--- src/hw/rtl/uscs_pkg.sv ---
`timescale 1ns / 1ps
package uscs_pkg;

  localparam int MAP_W = 10;

  localparam logic [1:0] FUNC_TASK = 2'd0;
  localparam logic [1:0] FUNC_SCAN = 2'd1;
  localparam logic [1:0] FUNC_SEND = 2'd2;

  localparam logic [2:0] RR_LOST     = 3'd2;
  localparam logic [2:0] RR_RECEIVED = 3'd4;

  localparam logic [1:0] RUN_IDLE = 2'd0;
  localparam logic [1:0] RUN_SCAN = 2'd1;
  localparam logic [1:0] RUN_SEND = 2'd2;

  localparam logic [1:0] CAUSE_RESPONSE = 2'd0;
  localparam logic [1:0] CAUSE_LOST     = 2'd1;
  localparam logic [1:0] CAUSE_TIMEOUT  = 2'd2;

  localparam logic [1:0] REG_SELECTED = 2'd0;
  localparam logic [1:0] REG_TIMEOUT  = 2'd1;
  localparam logic [1:0] REG_RETRIES  = 2'd2;

  localparam logic [3:0]  SELECTED_RESET = 4'd0;
  localparam logic [15:0] TIMEOUT_RESET  = 16'd200;
  localparam logic [3:0]  RETRIES_RESET  = 4'd3;

  typedef enum logic [2:0] {
    MODE_IDLE = 3'b001,
    MODE_SCAN = 3'b010,
    MODE_SEND = 3'b100
  } mode_e;

  typedef enum logic [5:0] {
    PH_IDLE    = 6'b000001,
    PH_START   = 6'b000010,
    PH_REQUEST = 6'b000100,
    PH_WAIT    = 6'b001000,
    PH_LOST    = 6'b010000,
    PH_FOUND   = 6'b100000
  } phase_e;

  typedef struct packed {
    logic [1:0] func;
    logic [2:0] radio_result;
    logic [7:0] ms_passed;
    logic       message_kind;
    logic [1:0] command_code;
  } item_t;

  typedef struct packed {
    logic [3:0]  selected_device;
    logic [15:0] timeout_ms;
    logic [3:0]  max_retries;
  } cfg_t;

  typedef struct packed {
    logic             send_valid;
    logic [3:0]       send_device;
    logic             send_kind;
    logic [1:0]       send_command;
    logic             busy_rejected;
    logic [1:0]       run_mode;
    logic             scan_finished;
    logic [MAP_W-1:0] active_map;
    logic             command_finished;
    logic [1:0]       finish_cause;
  } res_t;

endpackage

--- src/hw/rtl/uscs_engine.sv ---
`timescale 1ns / 1ps
module uscs_engine #(
  parameter int DEVICE_COUNT = 10
) (
  input  logic            clk_i,
  input  logic            rst_ni,
  input  logic            advance_i,
  input  uscs_pkg::item_t item_i,
  input  uscs_pkg::cfg_t  cfg_i,
  output uscs_pkg::res_t  res_o
);

  localparam int IW = $clog2(DEVICE_COUNT + 1);

  uscs_pkg::mode_e         mode_q, mode_d;
  uscs_pkg::phase_e        phase_q, phase_d;
  logic [IW-1:0]           idx_q, idx_d;
  logic [3:0]              retry_q, retry_d;
  logic [DEVICE_COUNT-1:0] act_q, act_d;
  logic [15:0]             elapsed_q, elapsed_d;

  logic [16:0]             el_sum;
  logic [15:0]             el_add;
  logic                    timed_out;
  logic [3:0]              limit;
  logic [IW-1:0]           idx_t;
  uscs_pkg::res_t          res_c;
  logic [uscs_pkg::MAP_W-1:0] map_w;

  always_comb begin
    el_sum    = {1'b0, elapsed_q} + 17'(item_i.ms_passed);
    el_add    = el_sum[16] ? 16'hFFFF : el_sum[15:0];
    timed_out = el_add > cfg_i.timeout_ms;
    limit     = (cfg_i.max_retries == 4'd0) ? 4'd1 : cfg_i.max_retries;

    mode_d    = mode_q;
    phase_d   = phase_q;
    idx_d     = idx_q;
    retry_d   = retry_q;
    act_d     = act_q;
    elapsed_d = el_add;
    idx_t     = idx_q;
    res_c     = '0;

    case (item_i.func)
      uscs_pkg::FUNC_SCAN: begin
        if (mode_q != uscs_pkg::MODE_IDLE) begin
          res_c.busy_rejected = 1'b1;
        end else begin
          mode_d  = uscs_pkg::MODE_SCAN;
          phase_d = uscs_pkg::PH_START;
        end
      end
      uscs_pkg::FUNC_SEND: begin
        if (mode_q != uscs_pkg::MODE_IDLE) begin
          res_c.busy_rejected = 1'b1;
        end else begin
          res_c.send_valid   = 1'b1;
          res_c.send_device  = cfg_i.selected_device;
          res_c.send_kind    = item_i.message_kind;
          res_c.send_command = item_i.message_kind ? item_i.command_code : 2'd0;
          mode_d             = uscs_pkg::MODE_SEND;
          elapsed_d          = '0;
        end
      end
      uscs_pkg::FUNC_TASK: begin
        if (mode_q == uscs_pkg::MODE_SCAN) begin
          case (phase_q)
            uscs_pkg::PH_START: begin
              idx_d   = '0;
              phase_d = uscs_pkg::PH_REQUEST;
            end
            uscs_pkg::PH_REQUEST: begin
              if (retry_q >= limit) begin
                for (int b = 0; b < DEVICE_COUNT; b++) begin
                  if (idx_q == IW'(b)) begin
                    act_d[b] = 1'b0;
                  end
                end
                idx_t   = idx_q + IW'(1);
                retry_d = '0;
              end
              idx_d = idx_t;
              if (idx_t >= IW'(DEVICE_COUNT)) begin
                phase_d             = uscs_pkg::PH_IDLE;
                mode_d              = uscs_pkg::MODE_IDLE;
                res_c.scan_finished = 1'b1;
              end else begin
                res_c.send_valid  = 1'b1;
                res_c.send_device = 4'(idx_t);
                phase_d           = uscs_pkg::PH_WAIT;
                elapsed_d         = '0;
              end
            end
            uscs_pkg::PH_WAIT: begin
              if (item_i.radio_result == uscs_pkg::RR_RECEIVED) begin
                phase_d = uscs_pkg::PH_FOUND;
              end else if (item_i.radio_result == uscs_pkg::RR_LOST) begin
                phase_d = uscs_pkg::PH_LOST;
              end
              if (timed_out) begin
                phase_d = uscs_pkg::PH_LOST;
              end
            end
            uscs_pkg::PH_LOST: begin
              retry_d = retry_q + 4'd1;
              phase_d = uscs_pkg::PH_REQUEST;
            end
            uscs_pkg::PH_FOUND: begin
              for (int b = 0; b < DEVICE_COUNT; b++) begin
                if (idx_q == IW'(b)) begin
                  act_d[b] = 1'b1;
                end
              end
              idx_d   = idx_q + IW'(1);
              retry_d = '0;
              phase_d = uscs_pkg::PH_REQUEST;
            end
            default: begin
            end
          endcase
        end else if (mode_q == uscs_pkg::MODE_SEND) begin
          if (item_i.radio_result == uscs_pkg::RR_RECEIVED) begin
            mode_d                 = uscs_pkg::MODE_IDLE;
            res_c.command_finished = 1'b1;
            res_c.finish_cause     = uscs_pkg::CAUSE_RESPONSE;
          end else if (item_i.radio_result == uscs_pkg::RR_LOST) begin
            mode_d                 = uscs_pkg::MODE_IDLE;
            res_c.command_finished = 1'b1;
            res_c.finish_cause     = uscs_pkg::CAUSE_LOST;
          end else if (timed_out) begin
            mode_d                 = uscs_pkg::MODE_IDLE;
            res_c.command_finished = 1'b1;
            res_c.finish_cause     = uscs_pkg::CAUSE_TIMEOUT;
          end
        end
      end
      default: begin
      end
    endcase

    case (mode_d)
      uscs_pkg::MODE_SCAN: res_c.run_mode = uscs_pkg::RUN_SCAN;
      uscs_pkg::MODE_SEND: res_c.run_mode = uscs_pkg::RUN_SEND;
      default:             res_c.run_mode = uscs_pkg::RUN_IDLE;
    endcase
  end

  for (genvar b = 0; b < uscs_pkg::MAP_W; b++) begin : g_map
    if (b < DEVICE_COUNT) begin : g_on
      assign map_w[b] = act_d[b];
    end else begin : g_off
      assign map_w[b] = 1'b0;
    end
  end

  always_comb begin
    res_o            = res_c;
    res_o.active_map = map_w;
  end

  always_ff @(posedge clk_i or negedge rst_ni) begin
    if (!rst_ni) begin
      mode_q    <= uscs_pkg::MODE_IDLE;
      phase_q   <= uscs_pkg::PH_IDLE;
      idx_q     <= '0;
      retry_q   <= '0;
      act_q     <= '0;
      elapsed_q <= '0;
    end else if (advance_i) begin
      mode_q    <= mode_d;
      phase_q   <= phase_d;
      idx_q     <= idx_d;
      retry_q   <= retry_d;
      act_q     <= act_d;
      elapsed_q <= elapsed_d;
    end
  end

endmodule

--- src/hw/rtl/unit_scan_and_command_sequencer.sv ---
`timescale 1ns / 1ps
// Poll sequencer for radio units.
// Requests arrive on the input channel (in_valid_i / in_ready_o) with fields
// func_i, radio_result_i, ms_passed_i, message_kind_i and command_code_i.
// Every request yields exactly one result on the output channel
// (out_valid_o / out_ready_i): the message to hand to the radio, the mode
// after the request, scan and command completion flags and the active map.
// Registers selected_device, timeout_ms and max_retries sit at byte addresses
// 0, 4 and 8 of the APB port; pready is always high and writes take effect
// at the access cycle. Write them only while no request is in flight.
// A request is registered on acceptance and its result is registered in the
// result register once that register is free. One request per cycle is
// accepted unless the receiver stalls, set by the single state update step.
// Reset clears the mode, scan state, active map and timer, and restores the
// register defaults. When the receiver stalls, the result register holds its
// value and the input register fills, after which in_ready_o drops.
module unit_scan_and_command_sequencer #(
  parameter int DEVICE_COUNT = 10
) (
  input  logic        clk_i,
  input  logic        rst_ni,
  input  logic        psel,
  input  logic        penable,
  input  logic        pwrite,
  input  logic [3:0]  paddr,
  input  logic [31:0] pwdata,
  output logic [31:0] prdata,
  output logic        pready,
  input  logic        in_valid_i,
  output logic        in_ready_o,
  input  logic [1:0]  func_i,
  input  logic [2:0]  radio_result_i,
  input  logic [7:0]  ms_passed_i,
  input  logic        message_kind_i,
  input  logic [1:0]  command_code_i,
  output logic        out_valid_o,
  input  logic        out_ready_i,
  output logic        send_valid_o,
  output logic [3:0]  send_device_o,
  output logic        send_kind_o,
  output logic [1:0]  send_command_o,
  output logic        busy_rejected_o,
  output logic [1:0]  run_mode_o,
  output logic        scan_finished_o,
  output logic [9:0]  active_map_o,
  output logic        command_finished_o,
  output logic [1:0]  finish_cause_o
);

  uscs_pkg::cfg_t  cfg_q;
  uscs_pkg::item_t item_q;
  uscs_pkg::res_t  res_c;
  uscs_pkg::res_t  res_q;
  logic            s1_valid_q;
  logic            out_valid_q;
  logic            s1_adv;
  logic            cfg_wr;

  assign pready = 1'b1;
  assign cfg_wr = psel & penable & pwrite & pready;

  always_ff @(posedge clk_i or negedge rst_ni) begin
    if (!rst_ni) begin
      cfg_q.selected_device <= uscs_pkg::SELECTED_RESET;
      cfg_q.timeout_ms      <= uscs_pkg::TIMEOUT_RESET;
      cfg_q.max_retries     <= uscs_pkg::RETRIES_RESET;
    end else if (cfg_wr) begin
      case (paddr[3:2])
        uscs_pkg::REG_SELECTED: begin
          if ({1'b0, pwdata[3:0]} < 5'(DEVICE_COUNT)) begin
            cfg_q.selected_device <= pwdata[3:0];
          end
        end
        uscs_pkg::REG_TIMEOUT: cfg_q.timeout_ms  <= pwdata[15:0];
        uscs_pkg::REG_RETRIES: cfg_q.max_retries <= pwdata[3:0];
        default: begin
        end
      endcase
    end
  end

  always_comb begin
    case (paddr[3:2])
      uscs_pkg::REG_SELECTED: prdata = {28'd0, cfg_q.selected_device};
      uscs_pkg::REG_TIMEOUT:  prdata = {16'd0, cfg_q.timeout_ms};
      uscs_pkg::REG_RETRIES:  prdata = {28'd0, cfg_q.max_retries};
      default:                prdata = '0;
    endcase
  end

  assign s1_adv     = s1_valid_q & (~out_valid_q | out_ready_i);
  assign in_ready_o = ~s1_valid_q | s1_adv;

  always_ff @(posedge clk_i or negedge rst_ni) begin
    if (!rst_ni) begin
      s1_valid_q  <= 1'b0;
      out_valid_q <= 1'b0;
    end else begin
      if (in_ready_o) begin
        s1_valid_q <= in_valid_i;
      end
      if (s1_adv) begin
        out_valid_q <= 1'b1;
      end else if (out_ready_i) begin
        out_valid_q <= 1'b0;
      end
    end
  end

  always_ff @(posedge clk_i) begin
    if (in_valid_i && in_ready_o) begin
      item_q.func         <= func_i;
      item_q.radio_result <= radio_result_i;
      item_q.ms_passed    <= ms_passed_i;
      item_q.message_kind <= message_kind_i;
      item_q.command_code <= command_code_i;
    end
    if (s1_adv) begin
      res_q <= res_c;
    end
  end

  uscs_engine #(
    .DEVICE_COUNT(DEVICE_COUNT)
  ) u_engine (
    .clk_i    (clk_i),
    .rst_ni   (rst_ni),
    .advance_i(s1_adv),
    .item_i   (item_q),
    .cfg_i    (cfg_q),
    .res_o    (res_c)
  );

  assign out_valid_o        = out_valid_q;
  assign send_valid_o       = res_q.send_valid;
  assign send_device_o      = res_q.send_device;
  assign send_kind_o        = res_q.send_kind;
  assign send_command_o     = res_q.send_command;
  assign busy_rejected_o    = res_q.busy_rejected;
  assign run_mode_o         = res_q.run_mode;
  assign scan_finished_o    = res_q.scan_finished;
  assign active_map_o       = res_q.active_map;
  assign command_finished_o = res_q.command_finished;
  assign finish_cause_o     = res_q.finish_cause;

endmodule

--- config.mk ---
export PLATFORM = sky130hd
export DESIGN_NAME = unit_scan_and_command_sequencer
export DESIGN_NICKNAME = d
export VERILOG_FILES = /design/src/hw/rtl/uscs_pkg.sv /design/src/hw/rtl/uscs_engine.sv /design/src/hw/rtl/unit_scan_and_command_sequencer.sv
export SDC_FILE = /design/constraint.sdc
export NUM_CORES = 1
export LEC_CHECK = 0
export ABC_AREA = 1
export BUFFER_PORTS_ARGS = -buffer_cell sky130_fd_sc_hd__buf_2
export CAP_MARGIN = 20
export CORE_MARGIN = 2
export CORE_UTILIZATION = 50
export CTS_BUF_LIST = sky130_fd_sc_hd__clkbuf_8
export DETAILED_ROUTE_END_ITERATION = 7
export PLACE_DENSITY = 0.79
export SLEW_MARGIN = 20
export SYNTH_ARGS = -nofsm -noshare
export SYNTH_HDL_FRONTEND = slang
export SYNTH_SLANG_ARGS = --single-unit
--- constraint.sdc ---
create_clock -name clk_i -period 6.5 [get_ports clk_i]
set_input_delay 0.65 -clock clk_i [delete_from_list [all_inputs] [get_ports clk_i]]
set_output_delay 0.65 -clock clk_i [all_outputs]
set_load 0.01 [all_outputs]
Word level (Yosys, flattened, before mapping)

Cells that the tools add are included.

Register bits: 110
Bits of input ports: 59
Output and inout bits: 60

Bitwise logic cells: 11
Multiplexer cells: 71
Reductions and logical operators: 23
$add $sub $neg: 3
Eq/ne operators: 30
Magnitude comparators: 4

Operators with widths:

| cell                                                 | count |
|---|---|
| two-way mux 16 bit                                   | 5 |
| case mux 16 bit (3 select lines)                     | 1 |
| two-way mux 3 bit                                    | 12 |
| case mux 16 bit (2 select lines)                     | 1 |
| two-way mux 10 bit                                   | 3 |
| two-way mux 6 bit                                    | 5 |
| two-way mux 4 bit                                    | 7 |
| two-way mux 1 bit                                    | 24 |
| case mux 4 bit (3 select lines)                      | 2 |
| case mux 10 bit (2 select lines)                     | 1 |
| case mux 6 bit (3 select lines)                      | 1 |
| adder 16 x 8 -> 17 bit                               | 1 |
| equality test 4 x 3 -> 1 bit (second input constant) | 4 |
| greater-than comparator 16 bit                       | 1 |
| two-way mux 5 bit                                    | 3 |
| case mux 6 bit (2 select lines)                      | 1 |
| case mux 5 bit (2 select lines)                      | 1 |
| equality test 3 x 2 -> 1 bit (second input constant) | 3 |
| equality test 3 bit (second input constant)          | 3 |
| case mux 3 bit (3 select lines)                      | 1 |
| OR reduction 3 bit                                   | 3 |
| adder 4 x 1 -> 4 bit (second input constant)         | 2 |
| equality test 4 x 2 -> 1 bit (second input constant) | 2 |
| equality test 4 bit (second input constant)          | 2 |
| 35 further kinds                                     | 53 |

Depth between registers and ports, before layout

Gate-level depths: netlist of the first run.

Depth in word-level cells: 14
Mapped depth: 32

By module

Synthesis of the first run repeated with hierarchy kept, for this count alone.

Cell total of the unflattened synthesis: 798
Area, all modules: 6701.4 sq um

By module, submodules not included:

| module                          | area an instance (sq um) | seq. area each (sq um) | cells each | instances |
|---|---|---|---|---|
| uscs_engine                     | 4090.2                   | 1078.5                 | 590        | 1 |
| unit_scan_and_command_sequencer | 2611.3                   | 1888.1                 | 208        | 1 |

Worst setup path before layout of the first run

OpenSTA, ideal clock, no wires.

Path kind: register to register
Start: register item_q[3] in the netlist's numbering
End: register res_q, in the netlist run_mode_o[1], data pin
Path buffers: 0
Arrival time: 3.042 ns
Required time: 6.249 ns
Period minus slack after synthesis: 3.293 ns
Library setup time: 0.251 ns
Stages on the path, launching flop included: 31
Slack: 3.207 ns
Cell sequence: edfxtp_1 > ha_1 > fa_1 > nand3_1 > or2_1 > nand3_2 > nand2_1 > nand2_2 > inv_2 > nor2_4 > nand3_2 > inv_2 > or2_2 > ha_1 > nand2_1 > nand2_1 > nand2_1 > nand2_1 > nand2_1 > nand2_1 > nand2_1 > nand2_1 > nand2_1 > nand2_1 > nand2_1 > nand2_1 > nand2_1 > nand2_1 > nand2_1 > inv_1 > nor2_1

RTL lines:

| item                 | RTL line                               | RTL |
|---|---|---|
| from (decl)          | unit_scan_and_command_sequencer.sv:51  | `uscs_pkg::item_t item_q;` |
| to (signal assigned) | unit_scan_and_command_sequencer.sv:119 | `res_q <= res_c;` |
| to (decl)            | unit_scan_and_command_sequencer.sv:53  | `uscs_pkg::res_t res_q;` |

==> run summary, run 1 <==
Layout cells sized above 1: 0.187
Num rows: 41
DR vias/cell: 5.02
Number of synthesized flops with an enable pin: 41
Primary FF master, synth: dfrtp_1
Fmax: 247 MHz
Worst EP arrival: 4200 ps
Die height: 118 um
Setup CP Type: register to register
DRT Pass-1 Iters: 4
Fin. Hold Viols: 0
IO Port Bufs: 83
Final Worst Setup Slack: 2460 ps
MaxCap Viol Count: 0
Drt wl/cell: 12.6 um
RSZ-0062 raised after global routing: no
Critical path launch point type: register
Vias: 5203
Total grt overflow: 0
Post-CTS Setup Bufs: 0
Power Internal: 1.45 mW
CTS-repair resized insts: 0
Post-Syn Instances: 782
Cts hold-fix bufs: 0
Gate power share: 0.417
Sequential power share: 0.400
Filler cells: 1170
Syn-to-layout area delta: 11.0%
Crit share post-route: 0.622
Worst rel slew slack: 0.403
R2R Setup Slk: 2460 ps
Clock power share: 0.183
Status: finished, final reports clean
TNS Setup: 0 ps
Netlist cell types: 50
Endpoint class of the critical path: register
P_sw: 0.974 mW
DR iter-0 viols: 267
Final HPWL DP: 9660 um
Hold Crit Class: input port to register
Min cycle time layout: 4040 ps
Routability Congestion: 0.889
Ant diodes: 0
H-tree levels: 3
CTS tree: done
Reg clk slew, reported paths: 100 ps
DRC Markers: 0
Mapped Area: 6490 sq um
Syn_area_per_cell: 8.30 sq um
CP Max Fanout: 12
Initial antenna violation count: 0
Static Leakage: 3.53 nW
Clk root buf: clkbuf_8
Core footprint: 12600 sq um
Synth Warn #: 0
Max Transition Viols Final: 0
Routed Antenna Nets: 0
Global-route wire length before repair: 22400 um
DRT Wirelength: 13100 um
I/O pin total: 119
CP most frequent cell: nand2_1
Slowest cell delay on critical path: 430 ps
Clock Path Buffers: 2
Starting density of the core: 0.514
Die X-Extent: 118 um
Clk sink count: 110
Largest net degree at the start of global routing: 70
Nets@finish: 957
Slew @ Worst Pin: 895 ps
Endpoints failing setup: 0
Sw frac: 0.402
Crit path max-delay cell type: fa_1
Pre-CTS WS: 2530 ps
Clk Latency, worst-skew pair: 390 ps
Die ar.: 13900 sq um
Worst endpoint required time: 6660 ps
Worst IR Drop VDD: 258 uV
Final Skew: 15.5 ps
Flops & latches, synth: 110
Vias in the first global route: 4903
FFs w/ async S/R, synth: 0.627
Power density of the placed cells: 337 nW/um^2
Clock buffer count from CTS: 9
Seq/Total Area, Yosys: 0.457
GR Util All Layers: 0.198
-- sequential cells by signal (all words and copies together), names as in the netlist --
register	flops
run_mode_o	2
u_engine.retry_q	4
s1_valid_q	1
u_engine.act_q	10
u_engine.idx_q	4
send_command_o	2
active_map_o	10
item_q	16
send_valid_o	1
send_kind_o	1
scan_finished_o	1
finish_cause_o	2
out_valid_o	1
command_finished_o	1
send_device_o	4
u_engine.elapsed_q	16
busy_rejected_o	1
u_engine.mode_q	3
u_engine.phase_q	6
cfg_q	24
-- area by class of cell --
| class | instances | area, sq um | area share |
|---|---|---|---|
| tap | 172 | 215 | 0.0299 |
| inverter | 114 | 428 | 0.0594 |
| timing repair buffer | 87 | 445 | 0.0619 |
| clock buffer | 9 | 124 | 0.0172 |
| multi-input combinational | 538 | 2930 | 0.407 |
| clock inverter | 7 | 87.6 | 0.0122 |
| sequential | 110 | 2970 | 0.412 |
-- through the flow --
step | hold WS (ps) | cell area, sq um | instances | util | total power [mW]
6_report | 424 | 7200 | 1037 | 0.570 | 2.43
5_1_grt | 399 | 7200 | 1037 | 0.570 | 2.63
4_1_cts | 406 | 7200 | 1037 | 0.570 | 2.44
3_5_place_dp | 473 | 6990 | 1021 | 0.554 | 1.99
3_3_place_gp | 465 | 6990 | 1021 | 0.554 | 1.95
2_1_floorplan | 354 | 6540 | 797 | - | 1.74
-- critical path, delay by kind of cell (launching register included) --
| family | cells | cell delay, ps |
|---|---|---|
| simple gates | 22 | 2090 |
| fa+ha+maj | 3 | 990 |
| flops | 1 | 410 |
| buf+inv | 4 | 320 |
-- cell families after synthesis --
group | synth area share
AND/OR/NAND/NOR | 0.231
adder cells (fa/ha/maj) | 0.0744
flip-flops | 0.457
other | 0.00116
AO/OA/AOI/OAI | 0.124
multiplexers | 0.00347
buffers and inverters | 0.0995
XOR/XNOR | 0.00945
-- cell usage after synthesis, drive strengths merged, types with 2 or more instances --
cell      n  area, sq um
xor2      4         35.0
dfstp     7          184
buf      26          184
inv     112          420
edfxtp   41         1230
nor2     65          264
o31ai     2         15.0
o22ai    10         62.6
nand3b    2         15.0
nand2   196          743
nor3b     2         15.0
nand4     7         50.1
o21ai    63          323
o221ai    5         43.8
a21o      3         22.5
dfrtp    62         1550
clkbuf    9         33.8
a22oi     9         67.6
nor3     11         70.1
conb      2         7.51
xnor2     3         26.3
a21oi    35          183
ha       37          463
clkinv    2         7.51
or2      11         68.8
mux2      2         22.5
nand3    44          270
a32oi     2         17.5
-- final timing paths --
check | startpoint | to | cells past startpoint
max | item_q[3] | run_mode_o[1] | 29
min | radio_result_i[2] | item_q[13] | 1
max reg2reg | item_q[3] | run_mode_o[1] | 29
min reg2reg | u_engine.act_q[1] | u_engine.act_q[1] | 2
max in group asynchronous | rst_ni | u_engine.act_q[4] | 2
min in group asynchronous | rst_ni | cfg_q[5] | 2
-- cells in the final DEF (no fill, tap or decap), types with 3 or more instances in the layout --
cell,instances
a21o_1,3
a21oi_1,33
a22oi_1,9
buf_2,83
buf_4,4
clkbuf_8,9
clkinv_1,3
clkinv_2,3
conb_1,17
dfrtp_1,62
dfstp_2,7
edfxtp_1,41
ha_1,37
inv_1,98
inv_2,14
nand2_1,193
nand2_2,3
nand3_1,34
nand3_2,10
nand4_1,6
nor2_1,61
nor3_1,8
nor3_2,3
o21ai_0,45
o21ai_1,16
o221ai_1,5
o22ai_1,10
or2_2,9
xnor2_1,3
xor2_1,4
-- power by group through the flow --
stage	clock network, mW	registers [mW]	logic [mW]
6_report	0.445	0.971	1.01
5_1_grt	0.481	0.990	1.16
4_1_cts	0.457	0.971	1.01
3_5_place_dp	0	0.984	1.00
3_3_place_gp	0	0.980	0.968
2_1_floorplan	0	0.971	0.767
-- metal layers --
metal	part of all wire	GRT usage
met5	0	0
met3	0.037	0.0455
met1	0.44	0.241
met4	0.024	0.0715
met2	0.50	0.342
Power figures use the tool's default switching activity.
==> run 2: changes to the inputs <==
- PLACE_DENSITY: 0.79 -> 0.82
- clock period: 6.5 -> 3.37 ns (I/O delays scaled with it)
==> run 2 against run 1 <==
Against the previous run:
- the flow now finishes with violations (setup timing)
- sequential share of layout area is 3.4 points lower
- maximum frequency is 19% higher
- critical path type unchanged
- first-iteration DRC count is 23% higher
- largest power group unchanged
- routed wire length is 10% higher
==> run summary, run 2 (same netlist as run 1, synthesis figures left out) <==
Endpoints failing setup: 2 (was 0)
DRT Wirelength: 14400 um (was 13100 um)
MaxCap Viol Count: 0 (unchanged)
Worst r2r src: item_q[4] (was item_q[3])
Worst Setup EP: run_mode_o[0] (was run_mode_o[1])
Wire length on met2: 7540 um (was 6510 um)
Core Util, Final: 0.622 (was 0.570)
Critical path launch point type: register (unchanged)
Fin. Hold Viols: 0 (unchanged)
Min Hold Slack: 125 ps (was 424 ps)
DR vias/cell: 5.14 (was 5.02)
Core footprint: 12600 sq um (unchanged)
Commonest non-fill, non-tap cell in the layout: nand2_1 (unchanged)
Cell Area, Placed: 7170 sq um (was 6990 sq um)
Setup CP Type: register to register (unchanged)
Commonest cells after routing, fill and taps aside: nand2_1 (173), inv_1 (98), buf_2 (83), dfrtp_1 (62), nor2_1 (58) (was nand2_1 (193), inv_1 (98), buf_2 (83), dfrtp_1 (62), nor2_1 (61))
Highest metal used: met4 (unchanged)
Worst endpoint required time: 3620 ps (was 6660 ps)
Worst reg2reg path endpoint: run_mode_o[0] (was run_mode_o[1])
Final non-filler cell total: 1074 (was 1037)
Fmax: 293 MHz (was 247 MHz)
Starting density of the core: 0.514 (unchanged)
Worst IR Drop VDD: 543 uV (was 258 uV)
CTS tree: done (unchanged)
Die ar.: 13900 sq um (unchanged)
DRC Markers: 0 (unchanged)
Filler cells: 1082 (was 1170)
Nets@finish: 994 (was 957)
Failing checks: setup timing
Routed Antenna Nets: 0 (unchanged)
Worst rel slew slack: 0.394 (was 0.403)
Metal-1 WL: 5950 um (was 5780 um)
DR WL met3: 683 um (was 486 um)
Pre-CTS WS: -305 ps (was 2530 ps)
DRT Pass-1 Iters: 5 (was 4)
Endpoint class of the critical path: register (unchanged)
Die X-Extent: 118 um (unchanged)
Biggest regs: cfg_q (24), item_q (16), u_engine.elapsed_q (16) (unchanged)
Syn-to-layout area delta: 21.0% (was 11.0%)
Vias: 5516 (was 5203)
Slew @ Worst Pin: 909 ps (was 895 ps)
Max Transition Viols Final: 0 (unchanged)
Max reg flops: 24 (unchanged)
Drt wl/cell: 13.4 um (was 12.6 um)
R2R Setup Slk: -40 ps (was 2460 ps)
Num rows: 41 (unchanged)
Final Skew: 15.9 ps (was 15.5 ps)
CP Max Fanout: 4 (was 12)
Min cycle time layout: 3410 ps (was 4040 ps)
Die height: 118 um (unchanged)
GR Util All Layers: 0.201 (was 0.198)
Initial antenna violation count: 0 (unchanged)
H-tree levels: 3 (unchanged)
Clock Path Buffers: 2 (unchanged)
Reg clk slew, reported paths: 100 ps (about the same)
Ant diodes: 0 (unchanged)
Hold Crit Class: input port to register (unchanged)
Worst EP arrival: 3660 ps (was 4200 ps)
Clk sink count: 110 (unchanged)
Crit share post-route: 1.01 (was 0.622)
Cts hold-fix bufs: 0 (unchanged)
Routability Congestion: 0.877 (was 0.889)
Static Leakage: 3.75 nW (was 3.53 nW)
I/O pin total: 119 (unchanged)
Reg2reg path depth: 22 (was 29)
DR iter-0 viols: 328 (was 267)
Total grt overflow: 0 (unchanged)
IO Port Bufs: 83 (unchanged)
Final Worst Setup Slack: -40.9 ps (was 2460 ps)
Biggest register: cfg_q (unchanged)
Post-Place Cells: 1044 (was 1021)
Clk root buf: clkbuf_8 (unchanged)
Final Cell Area: 7850 sq um (was 7200 sq um)
Clock buffer count from CTS: 9 (unchanged)
Clk Latency, worst-skew pair: 380 ps (was 390 ps)
Vias in the first global route: 5059 (was 4903)
RSZ-0062 raised after global routing: yes (was no)
CP startpoint: item_q[4] (was item_q[3])
Power density of the placed cells: 686 nW/um^2 (was 337 nW/um^2)
Status: finished with violations (was finished, final reports clean)
Layout cells sized above 1: 0.275 (was 0.187)
Final HPWL DP: 10000 um (was 9660 um)
Largest net degree at the start of global routing: 70 (unchanged)
Global-route wire length before repair: 22900 um (was 22400 um)
[run 2: cell count changes in the layout (fill, tap and decap cells not counted), sizes merged]
cell | before | now
bufinv | 2 | 3
clkinv | 6 | 3
o211ai | 1 | 2
inv | 113 | 115
buf | 87 | 123
[run 2: layout make-up]
class / count / area [sq um] / share of cell area
sequential: 110 / 2970 / 0.378
clock inverter: 7 / 106 / 0.0136
clock buffer: 9 / 124 / 0.0158
tap: 172 / 215 / 0.0274
multi-input combinational: 539 / 3270 / 0.417
timing repair buffer: 123 / 728 / 0.0928
inverter: 114 / 433 / 0.0552
[run 2: power breakdown]
part	switching, mW	internal, mW
sequential	0.194	1.69
clock	0.431	0.485
combinational	1.49	1.09
total	2.12	3.26
[run 2: worst min-delay path by stage]
stage	from	end	slack, ps	cells past startpoint
after detailed placement	u_engine.elapsed_q[4]	u_engine.elapsed_q[4]	470	2
after CTS	radio_result_i[0]	item_q[11]	100	1
final	radio_result_i[0]	item_q[11]	120	1
after global placement	u_engine.act_q[1]	u_engine.act_q[1]	460	2
after global routing	ms_passed_i[5]	item_q[8]	100	1
after floorplan	rst_ni	cfg_q[12]	40	0
[run 2: critical path: stages (launching register included)]
cell	delay, ps
edfxtp_1	460
buf_4	170
ha_1	280
nand3_1	80
nand3_2	90
a21oi_2	190
o21ai_2	110
buf_4	140
or2_2	310
nand3_4	110
ha_4	210
a21o_1	180
nor2_2	120
nand2_1	60
nand2_1	70
nand2_2	60
nand2_4	110
nand3_1	110
nand2_1	80
nand3_1	80
nand2_2	100
nand2_1	60
nor2_1	90
[run 2: per-stage QoR]
step / power [mW] / setup TNS, ps
2_1_floorplan: 3.35 / 0
5_1_grt: 5.78 / -1150
6_report: 5.38 / -69.1
4_1_cts: 5.03 / -166
3_3_place_gp: 3.93 / -1360
3_5_place_dp: 4.00 / -2600
[run 2: layer usage]
layer  up-vias  GRT usage
met2       138      0.364
met1      2588      0.241
met4         0     0.0505
li1       2769          -
met5         -          0
met3        21     0.0460
[run 2: timing repair]
action,in CTS,in global routing
gates resized for setup,14,55
endpoints found under the setup margin,12,12
pin swaps,14,33
endpoints found under the hold margin,0,0
buffers inserted,6,7
gates cloned,1,0
